<file path="config.mk">
export PLATFORM = sky130hd
export DESIGN_NAME = sorted_tick_table_core_flat
export DESIGN_NICKNAME = d
export VERILOG_FILES = /design/src/rtl/core/stt_pkg.sv /design/src/rtl/core/stt_if.sv /design/src/rtl/core/stt_entry_ram.sv /design/src/rtl/core/sorted_tick_table_core.sv /design/src/flat_wrapper.sv
export SDC_FILE = /design/constraint.sdc
export NUM_CORES = 2
export LEC_CHECK = 0
export ABC_AREA = 1
export ABC_CLOCK_PERIOD_IN_PS = 9200
export BUFFER_PORTS_ARGS = -buffer_cell sky130_fd_sc_hd__buf_2
export CAP_MARGIN = 25
export CORE_MARGIN = 10
export CORE_UTILIZATION = 50
export DETAILED_ROUTE_END_ITERATION = 6
export PLACE_DENSITY = 0.67
export SLEW_MARGIN = 20
export SYNTH_ARGS = -nofsm -noshare
export SYNTH_HDL_FRONTEND = slang
export SYNTH_SLANG_ARGS = --single-unit
export TNS_END_PERCENT = 50
</file>
<file path="constraint.sdc">
create_clock -name i_clk -period 9.2 [get_ports i_clk]
set_clock_uncertainty 0.05 [all_clocks]
set_input_delay 1.84 -clock i_clk [delete_from_list [all_inputs] [get_ports i_clk]]
set_output_delay 1.84 -clock i_clk [all_outputs]
set_load 0.02 [all_outputs]
</file>
<file path="src/rtl/core/stt_pkg.sv">
// Shared types, sizes and codes for the sorted tick table.
package stt_pkg;

    localparam int DEPTH  = 64;
    localparam int IDX_W  = $clog2(DEPTH);
    localparam int CNT_W  = IDX_W + 1;
    localparam int TICK_W = 31;
    localparam int KIND_W = 3;
    localparam int MODE_W = 3;
    localparam int STAT_W = 2;

    localparam logic [MODE_W-1:0] MODE_INSERT = 3'd0;
    localparam logic [MODE_W-1:0] MODE_RM_IDX = 3'd1;
    localparam logic [MODE_W-1:0] MODE_RM_KEY = 3'd2;
    localparam logic [MODE_W-1:0] MODE_FIND   = 3'd3;
    localparam logic [MODE_W-1:0] MODE_READ   = 3'd4;

    localparam logic [STAT_W-1:0] STAT_DONE = 2'd0;
    localparam logic [STAT_W-1:0] STAT_FULL = 2'd1;
    localparam logic [STAT_W-1:0] STAT_MISS = 2'd2;

    typedef struct packed {
        logic [TICK_W-1:0] tick;
        logic [KIND_W-1:0] kind;
    } t_entry;

    typedef struct packed {
        logic [STAT_W-1:0] status;
        logic [IDX_W-1:0]  result_index;
        logic [CNT_W-1:0]  entry_count;
        logic [TICK_W-1:0] entry_tick;
        logic [KIND_W-1:0] entry_kind;
        logic              entry_sync;
    } t_result;

    typedef enum logic [3:0] {
        S_IDLE,
        S_INS_RD,
        S_INS_CHK,
        S_FND_RD,
        S_FND_CHK,
        S_RM_RD,
        S_RM_WR,
        S_RDC_CHK,
        S_RDL_RD,
        S_RDL_CHK,
        S_RDR_RD,
        S_RDR_CHK,
        S_RESP
    } t_state;

endpackage

</file>
<file path="src/rtl/core/stt_if.sv">
// Command and response channel interfaces of the sorted tick table.
interface stt_cmd_if;
    logic                       valid;
    logic                       ready;
    logic [stt_pkg::MODE_W-1:0] mode;
    logic [stt_pkg::TICK_W-1:0] tick;
    logic [stt_pkg::KIND_W-1:0] kind;
    logic [stt_pkg::IDX_W-1:0]  position;

    modport source (output valid, mode, tick, kind, position, input ready);
    modport sink   (input valid, mode, tick, kind, position, output ready);
endinterface

interface stt_rsp_if;
    logic                       valid;
    logic                       ready;
    logic [stt_pkg::STAT_W-1:0] status;
    logic [stt_pkg::IDX_W-1:0]  result_index;
    logic [stt_pkg::CNT_W-1:0]  entry_count;
    logic [stt_pkg::TICK_W-1:0] entry_tick;
    logic [stt_pkg::KIND_W-1:0] entry_kind;
    logic                       entry_sync;

    modport source (output valid, status, result_index, entry_count, entry_tick,
                    entry_kind, entry_sync, input ready);
    modport sink   (input valid, status, result_index, entry_count, entry_tick,
                    entry_kind, entry_sync, output ready);
endinterface

</file>
<file path="src/rtl/core/stt_entry_ram.sv">
// Single-port-write, single-port-read entry memory with registered read data.
module stt_entry_ram #(
    parameter int WIDTH  = 34,
    parameter int ADDR_W = 6
) (
    input  logic              i_clk,
    input  logic              i_we,
    input  logic [ADDR_W-1:0] i_waddr,
    input  logic [WIDTH-1:0]  i_wdata,
    input  logic              i_re,
    input  logic [ADDR_W-1:0] i_raddr,
    output logic [WIDTH-1:0]  o_rdata
);

    logic [WIDTH-1:0] r_mem [2**ADDR_W];
    logic [WIDTH-1:0] r_rdata;

    always_ff @(posedge i_clk) begin
        if (i_we) begin
            r_mem[i_waddr] <= i_wdata;
        end
        if (i_re) begin
            r_rdata <= r_mem[i_raddr];
        end
    end

    assign o_rdata = r_rdata;

endmodule

</file>
<file path="src/rtl/core/sorted_tick_table_core.sv">
// Sorted tick table: command sequencer over one entry memory, result register.
//
// i_cmd carries one command word (mode, tick, kind, position); o_rsp returns
// exactly one response word per command, in order. The table holds up to
// DEPTH entries sorted by ascending tick in a single memory with registered
// read data. The sequencer steps through the table one entry at a time,
// reading an entry and, for insert and remove, writing it one slot over:
//   insert         shifts entries at or above the slot up, top entry first
//   find           scans up from index 0 to a match, full scan on a miss
//   remove by key  find, then shifts entries above the match down
//   remove at idx  shifts entries above the index down
//   read           reads the entry and its neighbors for the sync mark
// Refused, out-of-range and unknown commands respond without touching the memory. The worst
// case is a full scan or a shift across the whole table.
// One command is worked on at a time; i_cmd.ready is high only while idle.
// The response sits in an output register, so the next command is taken while
// a response still waits; a stalled receiver holds the sequencer only when a
// second response is ready to leave. Reset empties the table (count zero);
// no clearing pass is needed.
module sorted_tick_table_core (
    input  logic       i_clk,
    input  logic       i_rst_n,
    stt_cmd_if.sink    i_cmd,
    stt_rsp_if.source  o_rsp
);

    import stt_pkg::*;

    t_state             r_state, n_state;
    logic [CNT_W-1:0]   r_count, n_count;
    logic [CNT_W-1:0]   r_idx, n_idx;
    logic [MODE_W-1:0]  r_mode, n_mode;
    logic [TICK_W-1:0]  r_tick, n_tick;
    logic [KIND_W-1:0]  r_kind, n_kind;
    logic [IDX_W-1:0]   r_pos, n_pos;
    t_result            r_res, n_res;
    t_result            r_out;
    logic               r_out_valid;

    logic               w_we;
    logic [IDX_W-1:0]   w_waddr;
    t_entry             w_wdata;
    logic               w_re;
    logic [IDX_W-1:0]   w_raddr;
    t_entry             w_rdata;
    logic               w_load;
    logic [CNT_W-1:0]   w_pos_ext;

    stt_entry_ram #(
        .WIDTH  ($bits(t_entry)),
        .ADDR_W (IDX_W)
    ) u_ram (
        .i_clk   (i_clk),
        .i_we    (w_we),
        .i_waddr (w_waddr),
        .i_wdata (w_wdata),
        .i_re    (w_re),
        .i_raddr (w_raddr),
        .o_rdata (w_rdata)
    );

    assign w_load    = (r_state == S_RESP) && (!r_out_valid || o_rsp.ready);
    assign w_pos_ext = {1'b0, r_pos};

    always_ff @(posedge i_clk) begin
        if (!i_rst_n) begin
            r_state     <= S_IDLE;
            r_count     <= '0;
            r_out_valid <= 1'b0;
        end else begin
            r_state <= n_state;
            r_count <= n_count;
            if (w_load) begin
                r_out_valid <= 1'b1;
            end else if (o_rsp.ready) begin
                r_out_valid <= 1'b0;
            end
        end
    end

    always_ff @(posedge i_clk) begin
        r_idx  <= n_idx;
        r_mode <= n_mode;
        r_tick <= n_tick;
        r_kind <= n_kind;
        r_pos  <= n_pos;
        r_res  <= n_res;
        if (w_load) begin
            r_out <= r_res;
        end
    end

    always_comb begin
        n_state     = r_state;
        n_count     = r_count;
        n_idx       = r_idx;
        n_mode      = r_mode;
        n_tick      = r_tick;
        n_kind      = r_kind;
        n_pos       = r_pos;
        n_res       = r_res;
        w_we        = 1'b0;
        w_waddr     = r_idx[IDX_W-1:0];
        w_wdata     = '{tick: r_tick, kind: r_kind};
        w_re        = 1'b0;
        w_raddr     = r_idx[IDX_W-1:0];
        i_cmd.ready = 1'b0;

        unique case (r_state)
            S_IDLE: begin
                i_cmd.ready = 1'b1;
                if (i_cmd.valid) begin
                    n_mode = i_cmd.mode;
                    n_tick = i_cmd.tick;
                    n_kind = i_cmd.kind;
                    n_pos  = i_cmd.position;
                    n_res  = '0;
                    unique case (i_cmd.mode)
                        MODE_INSERT: begin
                            if (r_count == CNT_W'(DEPTH)) begin
                                n_res.status = STAT_FULL;
                                n_state      = S_RESP;
                            end else begin
                                n_idx   = r_count;
                                n_state = S_INS_RD;
                            end
                        end
                        MODE_RM_IDX: begin
                            if ({1'b0, i_cmd.position} >= r_count) begin
                                n_res.status = STAT_MISS;
                                n_state      = S_RESP;
                            end else begin
                                n_idx   = {1'b0, i_cmd.position};
                                n_state = S_RM_RD;
                            end
                        end
                        MODE_RM_KEY, MODE_FIND: begin
                            n_idx   = '0;
                            n_state = S_FND_RD;
                        end
                        MODE_READ: begin
                            if ({1'b0, i_cmd.position} >= r_count) begin
                                n_res.status = STAT_MISS;
                                n_state      = S_RESP;
                            end else begin
                                w_re    = 1'b1;
                                w_raddr = i_cmd.position;
                                n_state = S_RDC_CHK;
                            end
                        end
                        default: begin
                            n_res.status = STAT_MISS;
                            n_state      = S_RESP;
                        end
                    endcase
                end
            end
            S_INS_RD: begin
                if (r_idx == '0) begin
                    w_we               = 1'b1;
                    w_waddr            = '0;
                    n_res.result_index = '0;
                    n_count            = r_count + CNT_W'(1);
                    n_state            = S_RESP;
                end else begin
                    w_re    = 1'b1;
                    w_raddr = IDX_W'(r_idx - CNT_W'(1));
                    n_state = S_INS_CHK;
                end
            end
            S_INS_CHK: begin
                w_we = 1'b1;
                if (w_rdata.tick >= r_tick) begin
                    w_wdata = w_rdata;
                    n_idx   = r_idx - CNT_W'(1);
                    n_state = S_INS_RD;
                end else begin
                    n_res.result_index = r_idx[IDX_W-1:0];
                    n_count            = r_count + CNT_W'(1);
                    n_state            = S_RESP;
                end
            end
            S_FND_RD: begin
                if (r_idx == r_count) begin
                    n_res.status = STAT_MISS;
                    n_state      = S_RESP;
                end else begin
                    w_re    = 1'b1;
                    n_state = S_FND_CHK;
                end
            end
            S_FND_CHK: begin
                if (w_rdata.tick == r_tick && w_rdata.kind == r_kind) begin
                    n_res.result_index = r_idx[IDX_W-1:0];
                    n_state = (r_mode == MODE_RM_KEY) ? S_RM_RD : S_RESP;
                end else begin
                    n_idx   = r_idx + CNT_W'(1);
                    n_state = S_FND_RD;
                end
            end
            S_RM_RD: begin
                if (r_idx + CNT_W'(1) >= r_count) begin
                    n_count = r_count - CNT_W'(1);
                    n_state = S_RESP;
                end else begin
                    w_re    = 1'b1;
                    w_raddr = IDX_W'(r_idx + CNT_W'(1));
                    n_state = S_RM_WR;
                end
            end
            S_RM_WR: begin
                w_we    = 1'b1;
                w_wdata = w_rdata;
                n_idx   = r_idx + CNT_W'(1);
                n_state = S_RM_RD;
            end
            S_RDC_CHK: begin
                n_res.entry_tick = w_rdata.tick;
                n_res.entry_kind = w_rdata.kind;
                n_state = (r_pos != '0) ? S_RDL_RD : S_RDR_RD;
            end
            S_RDL_RD: begin
                w_re    = 1'b1;
                w_raddr = r_pos - IDX_W'(1);
                n_state = S_RDL_CHK;
            end
            S_RDL_CHK: begin
                if (w_rdata.tick == r_res.entry_tick) begin
                    n_res.entry_sync = 1'b1;
                end
                n_state = S_RDR_RD;
            end
            S_RDR_RD: begin
                if (w_pos_ext + CNT_W'(1) < r_count) begin
                    w_re    = 1'b1;
                    w_raddr = r_pos + IDX_W'(1);
                    n_state = S_RDR_CHK;
                end else begin
                    n_state = S_RESP;
                end
            end
            S_RDR_CHK: begin
                if (w_rdata.tick == r_res.entry_tick) begin
                    n_res.entry_sync = 1'b1;
                end
                n_state = S_RESP;
            end
            S_RESP: begin
                if (w_load) begin
                    n_state = S_IDLE;
                end
            end
            default: begin
                n_state = S_IDLE;
            end
        endcase

        // response word always carries the count after the command
        n_res.entry_count = n_count;
    end

    assign o_rsp.valid        = r_out_valid;
    assign o_rsp.status       = r_out.status;
    assign o_rsp.result_index = r_out.result_index;
    assign o_rsp.entry_count  = r_out.entry_count;
    assign o_rsp.entry_tick   = r_out.entry_tick;
    assign o_rsp.entry_kind   = r_out.entry_kind;
    assign o_rsp.entry_sync   = r_out.entry_sync;

    a_count_bound: assert property (@(posedge i_clk) disable iff (!i_rst_n)
        r_count <= CNT_W'(DEPTH))
        else $error("entry count above table depth");

    a_count_at_finish: assert property (@(posedge i_clk) disable iff (!i_rst_n)
        !$stable(r_count) |-> r_state == S_RESP)
        else $error("entry count changed outside command completion");

    a_no_write_idle: assert property (@(posedge i_clk) disable iff (!i_rst_n)
        r_state == S_IDLE |-> !w_we)
        else $error("table written while idle");

    a_full_count: assert property (@(posedge i_clk) disable iff (!i_rst_n)
        (o_rsp.valid && o_rsp.status == STAT_FULL) |-> o_rsp.entry_count == CNT_W'(DEPTH))
        else $error("full status with room in table");

    a_fail_clean: assert property (@(posedge i_clk) disable iff (!i_rst_n)
        (o_rsp.valid && o_rsp.status != STAT_DONE) |->
            (o_rsp.entry_tick == '0 && o_rsp.entry_kind == '0 && !o_rsp.entry_sync))
        else $error("failed command returned entry data");

endmodule
</file>
<file path="src/flat_wrapper.sv">
// flat-port wrapper written by rule: the top's interface ports become plain ports
module sorted_tick_table_core_flat import stt_pkg::*;
  (i_clk, i_rst_n, i_cmd_valid, i_cmd_mode, i_cmd_tick, i_cmd_kind, i_cmd_position, i_cmd_ready, o_rsp_valid, o_rsp_status, o_rsp_result_index, o_rsp_entry_count, o_rsp_entry_tick, o_rsp_entry_kind, o_rsp_entry_sync, o_rsp_ready);
  stt_cmd_if i_cmd_i ();
  stt_rsp_if o_rsp_i ();
  input  logic i_clk;
  input  logic i_rst_n;
  input wire logic [$bits(i_cmd_i.valid)-1:0] i_cmd_valid;
  input wire logic [$bits(i_cmd_i.mode)-1:0] i_cmd_mode;
  input wire logic [$bits(i_cmd_i.tick)-1:0] i_cmd_tick;
  input wire logic [$bits(i_cmd_i.kind)-1:0] i_cmd_kind;
  input wire logic [$bits(i_cmd_i.position)-1:0] i_cmd_position;
  output wire logic [$bits(i_cmd_i.ready)-1:0] i_cmd_ready;
  output wire logic [$bits(o_rsp_i.valid)-1:0] o_rsp_valid;
  output wire logic [$bits(o_rsp_i.status)-1:0] o_rsp_status;
  output wire logic [$bits(o_rsp_i.result_index)-1:0] o_rsp_result_index;
  output wire logic [$bits(o_rsp_i.entry_count)-1:0] o_rsp_entry_count;
  output wire logic [$bits(o_rsp_i.entry_tick)-1:0] o_rsp_entry_tick;
  output wire logic [$bits(o_rsp_i.entry_kind)-1:0] o_rsp_entry_kind;
  output wire logic [$bits(o_rsp_i.entry_sync)-1:0] o_rsp_entry_sync;
  input wire logic [$bits(o_rsp_i.ready)-1:0] o_rsp_ready;
  assign i_cmd_i.valid = i_cmd_valid;
  assign i_cmd_i.mode = i_cmd_mode;
  assign i_cmd_i.tick = i_cmd_tick;
  assign i_cmd_i.kind = i_cmd_kind;
  assign i_cmd_i.position = i_cmd_position;
  assign i_cmd_ready = i_cmd_i.ready;
  assign o_rsp_valid = o_rsp_i.valid;
  assign o_rsp_status = o_rsp_i.status;
  assign o_rsp_result_index = o_rsp_i.result_index;
  assign o_rsp_entry_count = o_rsp_i.entry_count;
  assign o_rsp_entry_tick = o_rsp_i.entry_tick;
  assign o_rsp_entry_kind = o_rsp_i.entry_kind;
  assign o_rsp_entry_sync = o_rsp_i.entry_sync;
  assign o_rsp_i.ready = o_rsp_ready;
  sorted_tick_table_core u_core (.i_clk(i_clk), .i_rst_n(i_rst_n), .i_cmd(i_cmd_i), .o_rsp(o_rsp_i));
endmodule
</file>
==> out/results.ini <==
[outcome]
outcome = complete, but fails checks
violations = DRC

[sta]
hold_viol_final = 0
slew_viol_final = 0
timing.hold.ws_ps = 355
fin_crit_ps = 6890
fmax_mhz = 145
fin_ws_ps = 2310
slew_headroom_pct = 9.33
rsz0062_at_grt = false
setup_tns_ps = 0
worst_slew_pin_slew_ps = 1360
setup_viol = 0
layout_worst_path_cycle_share_pct = 74.9

[drt]
vias = 73300
drt_wl_total_um = 315000
drtIter0Drc = 9612
firstDrtPassIters = 7
viasPerCell = 5.90
wl_per_cell_um = 25.3
ant_nets = 0
drc = 4

[setup_path]
regToRegEndpoint = u_core.u_ram.o_rdata[28]$_DFFE_PP_
worst_setup_path_start_kind = register
cp_max_fo = 180
ff2ff_path_depth = 24
crit_required_ps = 9770
rr_startpoint = u_core.r_idx[5]$_DFFE_PP_
critPathCaptureType = register
r2r_slack_ps = 2310
path_class = register to register
arrival_ps = 7460

[yosys]
synth_seq_cells = 2372
netlist_instances = 9472
synth.area.top_cells = edfxtp_1 67%, nand3_1 10%, nand3b_1 6.2%
avgSynthCellArea_um2 = 11.2
synth_common_cells = 2,353 x edfxtp_1, 2,141 x nand3_1, 1,494 x nand2_1
synth_top_area_share_pct = 66.8
syn_nets = 9577
synth_area_mm2 = 0.106
synth.distinct_cells = 52
yosys.area.top_type = edfxtp_1
synth.most_common_cell = edfxtp_1
async_flop_share_pct = 0
synthFlopType = edfxtp_1
synth_edf_count = 2353
yosysSeqAreaShare_pct = 67.2
synth-warning-count = 0

[grt]
grt.overflow.total = 0
grt_pass1_wl_um = 459000
met1_usage_pct = 36.2
grt_usage_pct = 26.4
first_global_vias = 68900
antenna_found_initial = 10
busiest_layer = met2
grt_max_degree = 186
globalRouteMet3Util_pct = 5.15
grt_util_met2_pct = 41.3

[floorplan]
die_h_um = 480
ioPinCount = 99
die_area_mm2 = 0.230
coreArea_mm2 = 0.210
initial_core_util_pct = 50.4
rows = 168
chipWidth_um = 480

[place]
place_congestion = 0.900
numPortBuffers = 98
dp_hpwl_um = 165000
preCtsSetupSlack_ps = 2330

[clocking]
cts_hold_buf = 0
cts_sinks = 2372
post-cts-setup-buffer-count = 0
cts_resized = 0
cts.clk_slew.worst_paths_ps = 60
clock-root-buffer = clkbuf_16
cts_tree = built
clk_path_buf_depth = 3
clock_latency_ps = 900
htree_levels = 4
numCtsBuffers = 235

[min_path]
hold-path-endpoint = u_core.o_rsp.entry_count[2]$_DFFE_PP_
whs_path_depth = 0
hold_class = register to register
hold_start = u_core.r_res[37]$_DFF_P_

[flow_run]
maxCapViolCount = 0

[cells_and_area]
fin_nets = 9505
drive_gt1_share_pct = 7.99
areaGrowthSynthToFinish_pct = 10.7
final_util_pct = 55.8

-- cell families after synthesis --
group	after synthesis	synth area share, %
buffers and inverters	1892	7.51
adder cells (fa/ha/maj)	58	0.686
XOR/XNOR	44	0.364
AO/OA/AOI/OAI	137	0.766
flip-flops	2372	67.2
AND/OR/NAND/NOR	4969	23.5
-- metal layers --
metal,vias to the layer above,share of wire (%)
li1,32400,-
met4,8,4.8
met3,785,11
met1,35800,39
met5,-,0.013
met2,4244,45
-- sequential cells by signal, indices dropped and copies added, names as in the netlist --
register	cells
u_core.o_rsp.entry_count	7
u_core.o_rsp.entry_kind	3
u_core.o_rsp.entry_sync	1
u_core.o_rsp.entry_tick	31
u_core.o_rsp.result_index	6
u_core.o_rsp.status	2
u_core.o_rsp.valid	1
u_core.r_count	7
u_core.r_idx	7
u_core.r_kind	3
u_core.r_mode	3
u_core.r_pos	6
u_core.r_res	50
u_core.r_state	4
u_core.r_tick	31
u_core.u_ram.o_rdata	34
u_core.u_ram.r_mem	2176
-- worst max-delay path, stage by stage (launching register included) --
cell and delay [ps]:
edfxtp_1 610, nand2_1 100, inv_1 180, nand2_1 110, nor2_1 130, xor2_1 260
ha_1 300, nand2_1 110, inv_1 80, a21oi_1 170, nand3_1 340, nand2_1 180
nand2_1 80, inv_2 80, nand3_2 190, nand2_8 600, buf_12 570, buf_4 850
nand3_1 160, nand3_1 150, nand3_1 90, nand3_1 130, nand3_1 170, nand3_1 420
nand2_1 120
-- stage by stage --
step	instance area [µm²]	instances
after floorplan	106000	9472
after detailed placement	110000	12000
final	117000	12400
after global placement	109000	12000
after CTS	117000	12400
after global routing	117000	12400
-- placed cells by master, fill, tap and decap left out, types with 34 or more instances in the layout --
cell type  count
edfxtp_1    2353
nand3_1     2141
nand2_1     1492
inv_1       1266
nand3b_1     880
nor2_1       311
clkbuf_16    236
buf_4        152
buf_2         99
clkinv_1      70
nor2_4        69
clkinv_2      60
ha_1          58
clkbuf_1      47
a21oi_1       37
o21ai_4       34
buf_12        34
-- worst max path at each step --
| stage | startpoint | end | slack (ps) | cells past startpoint |
|---|---|---|---|---|
| 2_1_floorplan | o_rsp_ready | u_core.o_rsp.entry_count[0]$_DFFE_PP_ | 1920 | 2 |
| 3_3_place_gp | i_cmd_position[0] | u_core.u_ram.o_rdata[28]$_DFFE_PP_ | 2330 | 21 |
| 3_5_place_dp | i_cmd_position[2] | u_core.u_ram.o_rdata[28]$_DFFE_PP_ | 2330 | 18 |
| 4_1_cts | u_core.r_idx[0]$_DFFE_PP_ | u_core.u_ram.o_rdata[28]$_DFFE_PP_ | 2580 | 25 |
| 5_1_grt | u_core.r_idx[5]$_DFFE_PP_ | u_core.u_ram.o_rdata[28]$_DFFE_PP_ | 1820 | 24 |
| 6_report | u_core.r_idx[5]$_DFFE_PP_ | u_core.u_ram.o_rdata[28]$_DFFE_PP_ | 2310 | 24 |
-- cell type report --
type                       instances  area [µm²]
antenna                            3        7.51
clock buffer                     283        6080
clock inverter                   157        1410
fill                           17300       92900
inverter                        1293        4870
multi-input combinational       5208       27800
sequential                      2372       71000
tap                             2805        3510
timing repair buffer             290        2440
Power is left out: the tool's default activity adds up to more than one toggle a clock period on the data nets, which glitch-free logic cannot reach.
